## config.mk

```make
export PLATFORM = sky130hd
export DESIGN_NAME = eight_channel_countdown_timer
export DESIGN_NICKNAME = d
export VERILOG_FILES = /design/src/hw/rtl/ectmr_pkg.sv /design/src/hw/rtl/ectmr_decode.sv /design/src/hw/rtl/ectmr_chan.sv /design/src/hw/rtl/eight_channel_countdown_timer.sv
export SDC_FILE = /design/constraint.sdc
export NUM_CORES = 2
export LEC_CHECK = 0
export BUFFER_PORTS_ARGS = -buffer_cell sky130_fd_sc_hd__buf_2
export CAP_MARGIN = 0
export CORE_ASPECT_RATIO = 0.7
export CORE_MARGIN = 2
export CORE_UTILIZATION = 40
export DETAILED_ROUTE_END_ITERATION = 7
export HOLD_SLACK_MARGIN = 0.06
export PLACE_DENSITY = 0.54
export SKIP_LAST_GASP = 1
export SLEW_MARGIN = 20
export SYNTH_ARGS = -nofsm -noshare
export SYNTH_HDL_FRONTEND = slang
export SYNTH_SLANG_ARGS = --single-unit
```

## constraint.sdc

```tcl
create_clock -name clk -period 2.9 [get_ports clk]
set_input_delay 0.58 -clock clk [delete_from_list [all_inputs] [get_ports clk]]
set_output_delay 0.58 -clock clk [all_outputs]
set_load 0.02 [all_outputs]
```

## src/hw/rtl/ectmr_pkg.sv

```systemverilog
package ectmr_pkg;

    localparam int NUM_TIMERS_DEF = 8;
    localparam int DATA_W         = 32;
    localparam int ADDR_W         = 8;
    localparam int IRQ_W          = 8;
    localparam int SLOT_W         = 4;

    typedef enum logic [1:0] {
        CMD_READ  = 2'd0,
        CMD_WRITE = 2'd1,
        CMD_TICK  = 2'd2,
        CMD_NOP   = 2'd3
    } cmd_t;

    localparam logic [ADDR_W-1:0] ADDR_STATUS = 8'h00;
    localparam logic [ADDR_W-1:0] ADDR_REV    = 8'h04;

    localparam logic [3:0] OFF_CTRL = 4'h0;
    localparam logic [3:0] OFF_BUF  = 4'h4;
    localparam logic [3:0] OFF_CNT  = 4'h8;

    localparam logic [DATA_W-1:0] REV_VALUE = 32'h0000_0000;

    // Bit positions inside a timer control word.
    localparam int CTL_START  = 0;
    localparam int CTL_UPDATE = 1;
    localparam int CTL_RELOAD = 2;
    localparam int CTL_IRQEN  = 3;
    localparam int CTL_EDGE   = 4;

    // Decoded form of one command beat.
    typedef struct packed {
        logic              rd;
        logic              wr;
        logic              tick;
        logic              err;
        logic              sel_status;
        logic              sel_ctrl;
        logic              sel_buf;
        logic              sel_cnt;
        logic [SLOT_W-1:0] slot;
    } acc_t;

    // What one timer reports on a tick.
    typedef struct packed {
        logic fire;
        logic edge_mode;
    } chan_evt_t;

endpackage

```

## src/hw/rtl/ectmr_decode.sv

```systemverilog
module ectmr_decode #(
    parameter int NUM_TIMERS = ectmr_pkg::NUM_TIMERS_DEF
) (
    input  logic [1:0]                     cmd,
    input  logic [ectmr_pkg::ADDR_W-1:0]   address,
    output ectmr_pkg::acc_t                acc
);
    import ectmr_pkg::*;

    logic [SLOT_W-1:0] slot;
    logic [3:0]        off;
    logic              is_acc;
    logic              timer_ok;

    assign slot     = address[ADDR_W-1:4];
    assign off      = address[3:0];
    assign is_acc   = (cmd == CMD_READ) || (cmd == CMD_WRITE);
    assign timer_ok = (slot != '0) && (slot <= SLOT_W'(NUM_TIMERS));

    always_comb
    begin
        acc            = '0;
        acc.rd         = (cmd == CMD_READ);
        acc.wr         = (cmd == CMD_WRITE);
        acc.tick       = (cmd == CMD_TICK);
        acc.slot       = slot;
        if (is_acc)
        begin
            if (address == ADDR_STATUS)
            begin
                acc.sel_status = 1'b1;
            end
            else if (address == ADDR_REV)
            begin
                acc.err = 1'b0;
            end
            else if (!timer_ok)
            begin
                acc.err = 1'b1;
            end
            else
            begin
                case (off)
                    OFF_CTRL: acc.sel_ctrl = 1'b1;
                    OFF_BUF:  acc.sel_buf  = 1'b1;
                    OFF_CNT:  acc.sel_cnt  = 1'b1;
                    default:  acc.err      = 1'b1;
                endcase
            end
        end
    end

endmodule

```

## src/hw/rtl/ectmr_chan.sv

```systemverilog
module ectmr_chan (
    input  logic                           clk,
    input  logic                           rst_n,
    input  logic                           accept,
    input  ectmr_pkg::acc_t                acc,
    input  logic                           sel,
    input  logic [ectmr_pkg::DATA_W-1:0]   write_data,
    output logic [ectmr_pkg::DATA_W-1:0]   rd_data,
    output ectmr_pkg::chan_evt_t           evt
);
    import ectmr_pkg::*;

    logic [DATA_W-1:0] ctrl_reg,   ctrl_next;
    logic [DATA_W-1:0] buf_reg,    buf_next;
    logic [DATA_W-1:0] period_reg, period_next;
    logic [DATA_W-1:0] remain_reg, remain_next;

    logic tick;
    logic expire;
    logic wr_ctrl;
    logic wr_buf;

    assign tick    = accept && acc.tick && ctrl_reg[CTL_START];
    // A count of one or zero both expire on this tick.
    assign expire  = tick && (remain_reg[DATA_W-1:1] == '0);
    assign wr_ctrl = accept && acc.wr && sel && acc.sel_ctrl;
    assign wr_buf  = accept && acc.wr && sel && acc.sel_buf;

    always_comb
    begin
        ctrl_next   = ctrl_reg;
        buf_next    = buf_reg;
        period_next = period_reg;
        remain_next = remain_reg;
        if (wr_ctrl)
        begin
            ctrl_next = write_data;
            if (write_data[CTL_UPDATE])
            begin
                period_next = buf_reg;
            end
            if (write_data[CTL_START])
            begin
                remain_next = write_data[CTL_UPDATE] ? buf_reg : period_reg;
            end
        end
        if (wr_buf)
        begin
            buf_next = write_data;
        end
        if (tick)
        begin
            if (!expire)
            begin
                remain_next = remain_reg - DATA_W'(1);
            end
            else if (ctrl_reg[CTL_RELOAD])
            begin
                remain_next = period_reg;
            end
            else
            begin
                ctrl_next[CTL_START] = 1'b0;
            end
        end
    end

    always_ff @(posedge clk or negedge rst_n)
    begin
        if (!rst_n)
        begin
            ctrl_reg   <= '0;
            buf_reg    <= '0;
            period_reg <= '0;
            remain_reg <= '0;
        end
        else
        begin
            ctrl_reg   <= ctrl_next;
            buf_reg    <= buf_next;
            period_reg <= period_next;
            remain_reg <= remain_next;
        end
    end

    always_comb
    begin
        rd_data = '0;
        if (acc.rd && sel)
        begin
            if (acc.sel_ctrl)
            begin
                rd_data = ctrl_reg;
            end
            else if (acc.sel_buf)
            begin
                rd_data = buf_reg;
            end
            else if (acc.sel_cnt && ctrl_reg[CTL_START])
            begin
                rd_data = remain_reg;
            end
        end
    end

    assign evt.fire      = expire && ctrl_reg[CTL_IRQEN];
    assign evt.edge_mode = ctrl_reg[CTL_EDGE];

endmodule

```

## src/hw/rtl/eight_channel_countdown_timer.sv

```systemverilog
// A result beat appears in the cycle after its command beat is taken.
// Throughput: one command beat per cycle while results are taken; every timer updates in parallel.
// A result waiting in the output register does not block a new command
// as long as the consumer takes it in the same cycle.
// Reset clears all timer registers, status and level state to zero; the interrupt line outputs are not reset.
module eight_channel_countdown_timer #(
    parameter int NUM_TIMERS = ectmr_pkg::NUM_TIMERS_DEF
) (
    input  logic                           clk,
    input  logic                           rst_n,
    input  logic                           cmd_valid,
    output logic                           cmd_ready,
    input  logic [1:0]                     cmd,
    input  logic [ectmr_pkg::ADDR_W-1:0]   address,
    input  logic [ectmr_pkg::DATA_W-1:0]   write_data,
    output logic                           rsp_valid,
    input  logic                           rsp_ready,
    output logic [ectmr_pkg::DATA_W-1:0]   read_data,
    output logic [ectmr_pkg::IRQ_W-1:0]    irq_lines,
    output logic                           access_error
);
    import ectmr_pkg::*;

    logic                          accept;
    acc_t                          acc;
    logic [NUM_TIMERS-1:0][DATA_W-1:0] chan_rd;
    chan_evt_t [NUM_TIMERS-1:0]    chan_evt;

    logic [NUM_TIMERS-1:0] status_reg, status_next;
    logic [NUM_TIMERS-1:0] level_reg,  level_next;
    logic [NUM_TIMERS-1:0] pulses;

    logic                  rsp_valid_reg;
    logic [DATA_W-1:0]     read_data_reg, read_data_next;
    logic [IRQ_W-1:0]      irq_reg, irq_next;
    logic                  err_reg;

    logic [NUM_TIMERS+DATA_W-1:0] status_ext;
    logic [NUM_TIMERS+IRQ_W-1:0]  irq_ext;

    assign cmd_ready = !rsp_valid_reg || rsp_ready;
    assign accept    = cmd_valid && cmd_ready;

    ectmr_decode #(
        .NUM_TIMERS (NUM_TIMERS)
    ) u_decode (
        .cmd     (cmd),
        .address (address),
        .acc     (acc)
    );

    for (genvar i = 0; i < NUM_TIMERS; i++)
    begin : g_chan
        ectmr_chan u_chan (
            .clk        (clk),
            .rst_n      (rst_n),
            .accept     (accept),
            .acc        (acc),
            .sel        (acc.slot == SLOT_W'(i + 1)),
            .write_data (write_data),
            .rd_data    (chan_rd[i]),
            .evt        (chan_evt[i])
        );
    end

    always_comb
    begin
        status_next = status_reg;
        level_next  = level_reg;
        pulses      = '0;
        if (accept && acc.wr && acc.sel_status)
        begin
            status_next = status_reg & ~write_data[NUM_TIMERS-1:0];
            level_next  = level_reg  & ~write_data[NUM_TIMERS-1:0];
        end
        for (int i = 0; i < NUM_TIMERS; i++)
        begin
            if (chan_evt[i].fire)
            begin
                status_next[i] = 1'b1;
                if (chan_evt[i].edge_mode)
                begin
                    pulses[i] = 1'b1;
                end
                else
                begin
                    level_next[i] = 1'b1;
                end
            end
        end
    end

    assign status_ext = {{DATA_W{1'b0}}, status_reg};
    assign irq_ext    = {{IRQ_W{1'b0}}, level_next | pulses};
    assign irq_next   = irq_ext[IRQ_W-1:0];

    always_comb
    begin
        read_data_next = '0;
        if (acc.rd && acc.sel_status)
        begin
            read_data_next = status_ext[DATA_W-1:0];
        end
        for (int i = 0; i < NUM_TIMERS; i++)
        begin
            read_data_next = read_data_next | chan_rd[i];
        end
    end

    always_ff @(posedge clk or negedge rst_n)
    begin
        if (!rst_n)
        begin
            status_reg    <= '0;
            level_reg     <= '0;
            rsp_valid_reg <= 1'b0;
        end
        else
        begin
            status_reg <= status_next;
            level_reg  <= level_next;
            if (accept)
            begin
                rsp_valid_reg <= 1'b1;
            end
            else if (rsp_ready)
            begin
                rsp_valid_reg <= 1'b0;
            end
        end
    end

    always_ff @(posedge clk)
    begin
        if (accept)
        begin
            read_data_reg <= read_data_next;
            irq_reg       <= irq_next;
            err_reg       <= acc.err;
        end
    end

    assign rsp_valid    = rsp_valid_reg;
    assign read_data    = read_data_reg;
    assign irq_lines    = irq_reg;
    assign access_error = err_reg;

    // Every taken command beat yields a result beat in the next cycle.
    a_accept_rsp: assert property (@(posedge clk) disable iff (!rst_n)
        accept |=> rsp_valid_reg)
        else $error("command beat produced no result beat");

    // An unmapped access never returns data.
    a_err_zero: assert property (@(posedge clk) disable iff (!rst_n)
        (rsp_valid_reg && err_reg) |-> (read_data_reg == '0))
        else $error("access error with nonzero read data");

    // A level interrupt line is only high while its status bit is set.
    a_level_in_status: assert property (@(posedge clk) disable iff (!rst_n)
        (level_reg & ~status_reg) == '0)
        else $error("level interrupt without status bit");

    // Status bits rise only as the result of a timer tick.
    a_status_rise: assert property (@(posedge clk) disable iff (!rst_n)
        ((status_reg & ~$past(status_reg)) != '0)
            |-> $past(accept && (cmd == CMD_TICK)))
        else $error("status bit set without a tick");

endmodule
```

-- Word level (Yosys, flattened, before mapping)
Cells that the tools add are included.
- equal/unequal tests: 13
- mux-type cells: 167
- order comparisons: 1
- bitwise logic cells: 13
- reduce and logical (&&, ||, !) cells: 96
- $add $sub $neg: 8
- operators by type and width (kind ; number):
    32-bit 2-to-1 mux ; 80
    32-bit bitwise OR ; 8
    32-bit by 1-bit subtractor with 32-bit output (second input constant) ; 8
    31-bit logical NOT ; 8
    1-bit 2-to-1 mux ; 80
    1-bit logical AND ; 70
    8-bit 2-to-1 mux ; 3
    4-bit by 3-bit equality test with 1-bit output (second input constant) ; 5
    2-bit nonzero test ; 9
    8-bit bitwise AND ; 2
    3-bit 2-to-1 mux ; 3
    4-bit by 2-bit equality test with 1-bit output (second input constant) ; 2
    4-bit equality test (second input constant) ; 2
    8-bit by 3-bit equality test with 1-bit output (second input constant) ; 1
    8-bit logical NOT ; 1
    8-bit NOT ; 1
    8-bit bitwise OR ; 1
    3-bit OR reduction ; 2
    4-bit by 1-bit equality test with 1-bit output (second input constant) ; 1
    4-bit less-or-equal comparator (second input constant) ; 1
    4-bit logical NOT ; 1
    4-bit 2-to-1 mux ; 1
    4-bit nonzero test ; 1
    2-bit by 1-bit equality test with 1-bit output (second input constant) ; 1
    5 further kinds ; 6
- output and inout port bits: 43
- flip-flop bits (word level): 1082
- input port bits: 46
- logic and storage cells: 351

-- Logic depth before layout (Yosys ltp)
- word-level depth: 19
- depth in mapped cells: 11
- mapped depth without buffers: 8

-- Hierarchy
A second synthesis with hierarchy kept.
- cells, all modules: 6605
- area total of the unflattened synthesis: 61366.4 um^2
- modules (own cells, without submodules) (module ; area each (um^2) ; seq. area each (um^2) ; cells each ; times used):
    ectmr_chan (g_chan[0].u_chan ...) ; 7312.0 ; 3203.1 ; 797 ; 7
    ectmr_chan (g_chan[7].u_chan) ; 7277.0 ; 3203.1 ; 783 ; 1
    eight_channel_countdown_timer ; 2777.7 ; 1656.6 ; 223 ; 1
    ectmr_decode ; 127.6 ; 0.0 ; 20 ; 1

-- Worst setup path before layout
Ideal clock, no wire load.
- path kind: input-to-reg
- start: input port address[0] in the netlist's numbering
- end: register read_data_reg[31], in the netlist read_data[31] (data pin)
- path buffers: 4
- required time: 2635 ps
- cell stages on the path: 10
- library setup time: 265 ps
- arrival time: 2876 ps
- setup slack: -242 ps
- path through: clkbuf_1 -> or4_1 -> or4b_1 -> clkbuf_1 -> clkbuf_1 -> clkbuf_1 -> o221ai_1 -> o311ai_0 -> a2111oi_0 -> nand2_1
- longest elaborated chain between the ends: 19
- elaborated cells between the ends (all ways): 60
- classes of those cells: 3 x eq/ne; 39 x mux; 8 x bitwise; 10 x reduce/logical
- RTL lines (element ; RTL line ; source):
    from (decl) ; eight_channel_countdown_timer.sv:14 ; input logic [ectmr_pkg::ADDR_W-1:0] address,
    4-bit equality test ; ectmr_decode.sv:43 ; case (off)
    1-bit 2-to-1 mux ; ectmr_decode.sv:43 ;
    3-bit 2-to-1 mux ; ectmr_decode.sv:37 ; else if (!timer_ok)
    3-bit 2-to-1 mux ; ectmr_decode.sv:33 ; else if (address == ADDR_REV)
    3-bit 2-to-1 mux (*) ; ectmr_decode.sv:29 ; if (address == ADDR_STATUS)
    4-bit 2-to-1 mux (*) ; ectmr_decode.sv:27 ; if (is_acc)
    1-bit logical AND ; ectmr_chan.sv:99 ; else if (acc.sel_cnt && ctrl_reg[CTL_START])
    32-bit 2-to-1 mux ; ectmr_chan.sv:99 ;
    32-bit 2-to-1 mux ; ectmr_chan.sv:95 ; else if (acc.sel_buf)
    32-bit 2-to-1 mux ; ectmr_chan.sv:91 ; if (acc.sel_ctrl)
    32-bit 2-to-1 mux ; ectmr_chan.sv:89 ; if (acc.rd && sel)
    32-bit bitwise OR (7 in series) ; eight_channel_countdown_timer.sv:106 ; read_data_next = read_data_next | chan_rd[i];
    32-bit bitwise OR (*) ; eight_channel_countdown_timer.sv:106 ;
    named net read_data_next[31] ; eight_channel_countdown_timer.sv:34 ; logic [DATA_W-1:0] read_data_reg, read_data_next;
    to (signal assigned) ; eight_channel_countdown_timer.sv:137 ; read_data_reg <= read_data_next;
    to (decl) ; eight_channel_countdown_timer.sv:34 ;
The timed path passes the listed nets; every way through them passes the cells marked *.
A chain may end at the register's enable or synchronous reset.

-- Worst setup path after layout
- start: input port cmd[1]
- end: register read_data_reg[30], in the netlist read_data[30] (data pin)
- longest elaborated chain between the ends: 16
- elaborated cells between the ends (all ways): 60
- classes of those cells: 1 x eq/ne; 33 x mux; 8 x bitwise; 18 x reduce/logical
- RTL lines (element ; RTL line ; source):
    from (decl) ; eight_channel_countdown_timer.sv:13 ; input logic [1:0] cmd,
    2-bit by 1-bit equality test with 1-bit output / 2-bit logical NOT (equally long branches) ; ectmr_decode.sv:17, ectmr_decode.sv:23 ;
    1-bit logical OR ; ectmr_decode.sv:17 ; assign is_acc = (cmd == CMD_READ) || (cmd == CMD_WRITE);
    4-bit 2-to-1 mux ; ectmr_decode.sv:27 ;
    1-bit logical AND ; ectmr_chan.sv:99 ;
    32-bit 2-to-1 mux ; ectmr_chan.sv:99 ;
    32-bit 2-to-1 mux ; ectmr_chan.sv:95 ;
    32-bit 2-to-1 mux ; ectmr_chan.sv:91 ;
    32-bit 2-to-1 mux ; ectmr_chan.sv:89 ;
    32-bit bitwise OR (7 in series) ; eight_channel_countdown_timer.sv:106 ;
    32-bit bitwise OR (*) ; eight_channel_countdown_timer.sv:106 ;
    named net read_data_next[30] ; eight_channel_countdown_timer.sv:34 ;
Marked as above.

==> summary.md <==
| Metric | Value |
|---|---|
| Cell-internal power | 26.9 mW |
| TritonCTS clock tree | done |
| NetSw | 10.3 mW |
| Part of the power in registers | approximately two fifths |
| Reg2reg path depth | 7 |
| Worst slew pin tran | between 1000 and 1500 ps |
| Seq/Total Area, Yosys | a little under half |
| Critical path, cell by cell | buf_2 -> or4_4 -> or4b_4 -> buf_12 -> nor2_1 -> a211o_1 -> o311ai_0 -> or3_1 |
| Max incr delay on CP | about 580 ps |
| GP Congestion | 1.04 |
| Antenna violations before repair | 36 |
| Final net count | ~7000 |
| Buffers added on ports | 88 |
| Syn avg cell area | approximately 9.6 µm² |
| Commonest non-fill, non-tap cell in the layout | dfrtp_1 |
| Max Slew Vio Count | 0 |
| Vias in the first global route | 52100 |
| Worst Skew | between 50 and 60 ps |
| Peak supply drop | around 700 µV |
| Worst Hold Class | primary input to register |
| Leak pwr | around 35 nW |
| Post-route DRC violation count | 1 |
| Yosys reg bits | about 1100 |
| Synth Cell Area | roughly 60000 µm² |
| WL final | 287000 µm |
| Multi-input gate area | between 30000 and 40000 µm² |
| Worst Hold Depth | 2 |
| Max cap viols | 0 |
| Post-synthesis cell count | 6185 |
| Die W | between 400 and 500 µm |
| Total iterations of the first detailed-routing run | 8 |
| Final Worst Setup Slack | -146 ps |
| CTS HTree Levels | 3 |
| Setup_tns | -437 ps |
| Post-synth EDFFs | 41 |
| Pin count of the biggest net entering global routing | between 90 and 100 |
| Fin crit share | 105% |
| Slowest-stage cell, CP | or4_4 |
| Failing checks | DRC, setup timing |
| Core area | between 100000 and 150000 µm² |
| Top post-synthesis cells by area | dfrtp_1, mux2_2, nand2_1, mux2i_1, o21ai_0 |
| Met2 WL | approximately 110000 µm |
| Net Sw Frac | 27.6% |
| Inserted Clock Buffers | around 120 |
| Netlist cell types | 88 |
| CP arrival | 3570 ps |
| Register area | around 27000 µm² |
| Cell taking the most area after synthesis | dfrtp_1 |
| Req. time, crit path | roughly 3400 ps |
| Clock Path Buffers | 3 |
| Combinational Power Share | a little over an eighth |
| Ys async rst share | a little over nine tenths |
| Syn nets | 6239 |
| Max Freq | ~330 MHz |
| Top-area cell type share of the netlist area | 43.7% |
| Grt total ovfl | 0 |
| Most frequent cells in the layout | dfrtp_1, buf_4, nand2_1, mux2_2, nor2_1 |
| Antenna-violating nets left | 0 |
| Hold Vio Cnt, Final | 0 |
| DR vias/cell | roughly 6.3 |
| Dpl hpwl | approximately 210000 µm |
| Worst setup SP type | primary input |
| Most used flip-flop cell after synthesis | dfrtp_1 |
| Dpl cells | 8693 |
| Fillers | about 14000 |
| Uppermost layer routed | met5 |
| CP max FO | 33 |
| Clock tree sinks | 1082 |
| Die ar. | approximately 150000 µm² |
| GRT Total Usage | 36.9% |
| Minimum clock period | 3050 ps |
| Run status | complete, but fails checks |
| First-pass GRT wire length | between 400000 and 500000 µm |
| Clock power share | approximately 45% |
| Clock Latency Late Sink | 810 ps |
| CTS Root Cell | clkbuf_16 |
| Area Growth Syn to Fin | 24.3% |
| Routed via count | approximately 56000 |
| Share of post-route cells with drive strength above 1 | ~29% |
| Slew HR | 21.9% |
| Wire length per cell | 32.1 µm |
| Site Rows | between 100 and 150 |
| Final setup fails | 10 |
| Unrepaired setup endpoints after global routing | true |
| Synth Warn # | 0 |
| Critical setup path kind | primary input to register |
| Initial Utilization | 40.3% |
| # IOs | a little under 90 |
| Met3 WL | approximately 32000 µm |
| Iteration-0 DRC count of the detailed router | 8692 |
| Die height | 327 µm |
| Crit path capture type | register |
| DRT met1 WL | 126000 µm |
| CTS clk-pin slew, worst paths | ~60 ps |
| Cell Pwr Density | 501 nW/µm² |
| Final Non-Filler Cells | roughly 8900 |
-- area by class of cell --
| type | instances | area share [%] |
|---|---|---|
| clock buffers | 166 | 4.66 |
| diodes | 14 | 0.0472 |
| multi-input cells | 4546 | 41.4 |
| well taps | 1980 | 3.34 |
| repair buffers | 1034 | 12.5 |
| flip-flops and latches | 1082 | 36.8 |
| inverters | 61 | 0.315 |
| clock inverters | 49 | 0.965 |
-- synthesized netlist by cell type (all sizes together), types with 17 or more instances --
library cell     n
inv             60
a21bo           28
o21ai          359
o32a            19
a21boi          38
and3            38
nand3          130
a21oi          347
nor4            80
o21a            62
nor3           164
o211ai          50
o22ai          141
xnor2           90
nand3b          17
nor2b           34
edfxtp          41
nor2           436
mux2i          260
dfrtp         1041
or3             77
a22oi           42
o32ai           21
nand4           44
or4             45
a211oi         229
a31oi           18
a21o            18
nand2          801
a221oi          17
xor2            90
a211o           19
buf             50
clkbuf         446
mux2           619
-- worst paths after layout --
kind | to | slack [ps] | start
worst max-delay path | read_data[30] | -150 | cmd[1]
worst min-delay path | rsp_valid | 220 | cmd_valid
worst max register to register | g_chan[5].u_chan.remain_reg[18] | -30 | g_chan[5].u_chan.remain_reg[11]
worst min register to register | g_chan[3].u_chan.ctrl_reg[9] | 460 | g_chan[3].u_chan.ctrl_reg[9]
max in group asynchronous | g_chan[1].u_chan.remain_reg[27] | 1460 | rst_n
min in group asynchronous | g_chan[2].u_chan.ctrl_reg[22] | 330 | rst_n
-- cell families (layout without fill, tap and decap cells) --
| kind of cell | count (synthesis) | after routing | share of synthesized area (%) |
|---|---|---|---|
| and+or+nand+nor | 1945 | 1945 | 15.1 |
| adders and majority gates | 8 | 8 | 0.168 |
| other | 0 | 14 | 0 |
| muxes | 879 | 879 | 16.0 |
| buffers and inverters | 557 | 1310 | 3.60 |
| DFF | 1082 | 1082 | 45.7 |
| AOI/OAI and AO/OA | 1534 | 1534 | 16.7 |
| xor gates and xnor gates | 180 | 180 | 2.64 |
-- critical path: cells and delay by family --
kind,cells,cell delay [ps]
buf+inv,2,360
simple gates,4,1700
compound gates,2,900
-- metrics by stage --
step / hold WS, ps / cell area [µm²] / power, mW / worst slack, ps / utilization [%]
finish: 219 / 74200 / 37.1 / -146 / 50.1
detailed placement: 451 / 69600 / 20.5 / -1020 / 47.1
floorplan: 284 / 59700 / 18.2 / -98.9 / -
CTS: 167 / 73800 / 37.1 / -5.61 / 49.9
global placement: 444 / 69600 / 20.5 / -1340 / 47.0
global route: 178 / 74100 / 38.1 / -80.4 / 50.1
-- repair_timing --
| item | CTS | global route |
|---|---|---|
| pin swaps | 1 | 2 |
| gates cloned | 0 | 2 |
| endpoints found under the hold margin | 44 | 0 |
| setup endpoints to repair | 37 | 65 |
| hold buffers | 1 | 0 |
| resized for setup | 6 | 48 |
| buffers inserted | 3 | 3 |
-- layer usage --
| metal | vias to the layer above | track usage [%] |
|---|---|---|
| met3 | 591 | 8.80 |
| met2 | 3230 | 50.4 |
| met1 | 28600 | 55.4 |
| li1 | 23900 | - |
| met5 | - | 0 |
| met4 | 20 | 15.0 |
-- power by group through the flow --
stage	registers (mW)	clock network, mW	logic [mW]
global placement	15.8	0	4.75
global route	15.5	17.4	5.23
detailed placement	15.8	0	4.77
finish	15.5	16.7	4.93
CTS	15.5	16.8	4.80
floorplan	15.7	0	2.50
No activity file was read; power rests on OpenSTA's default activity.
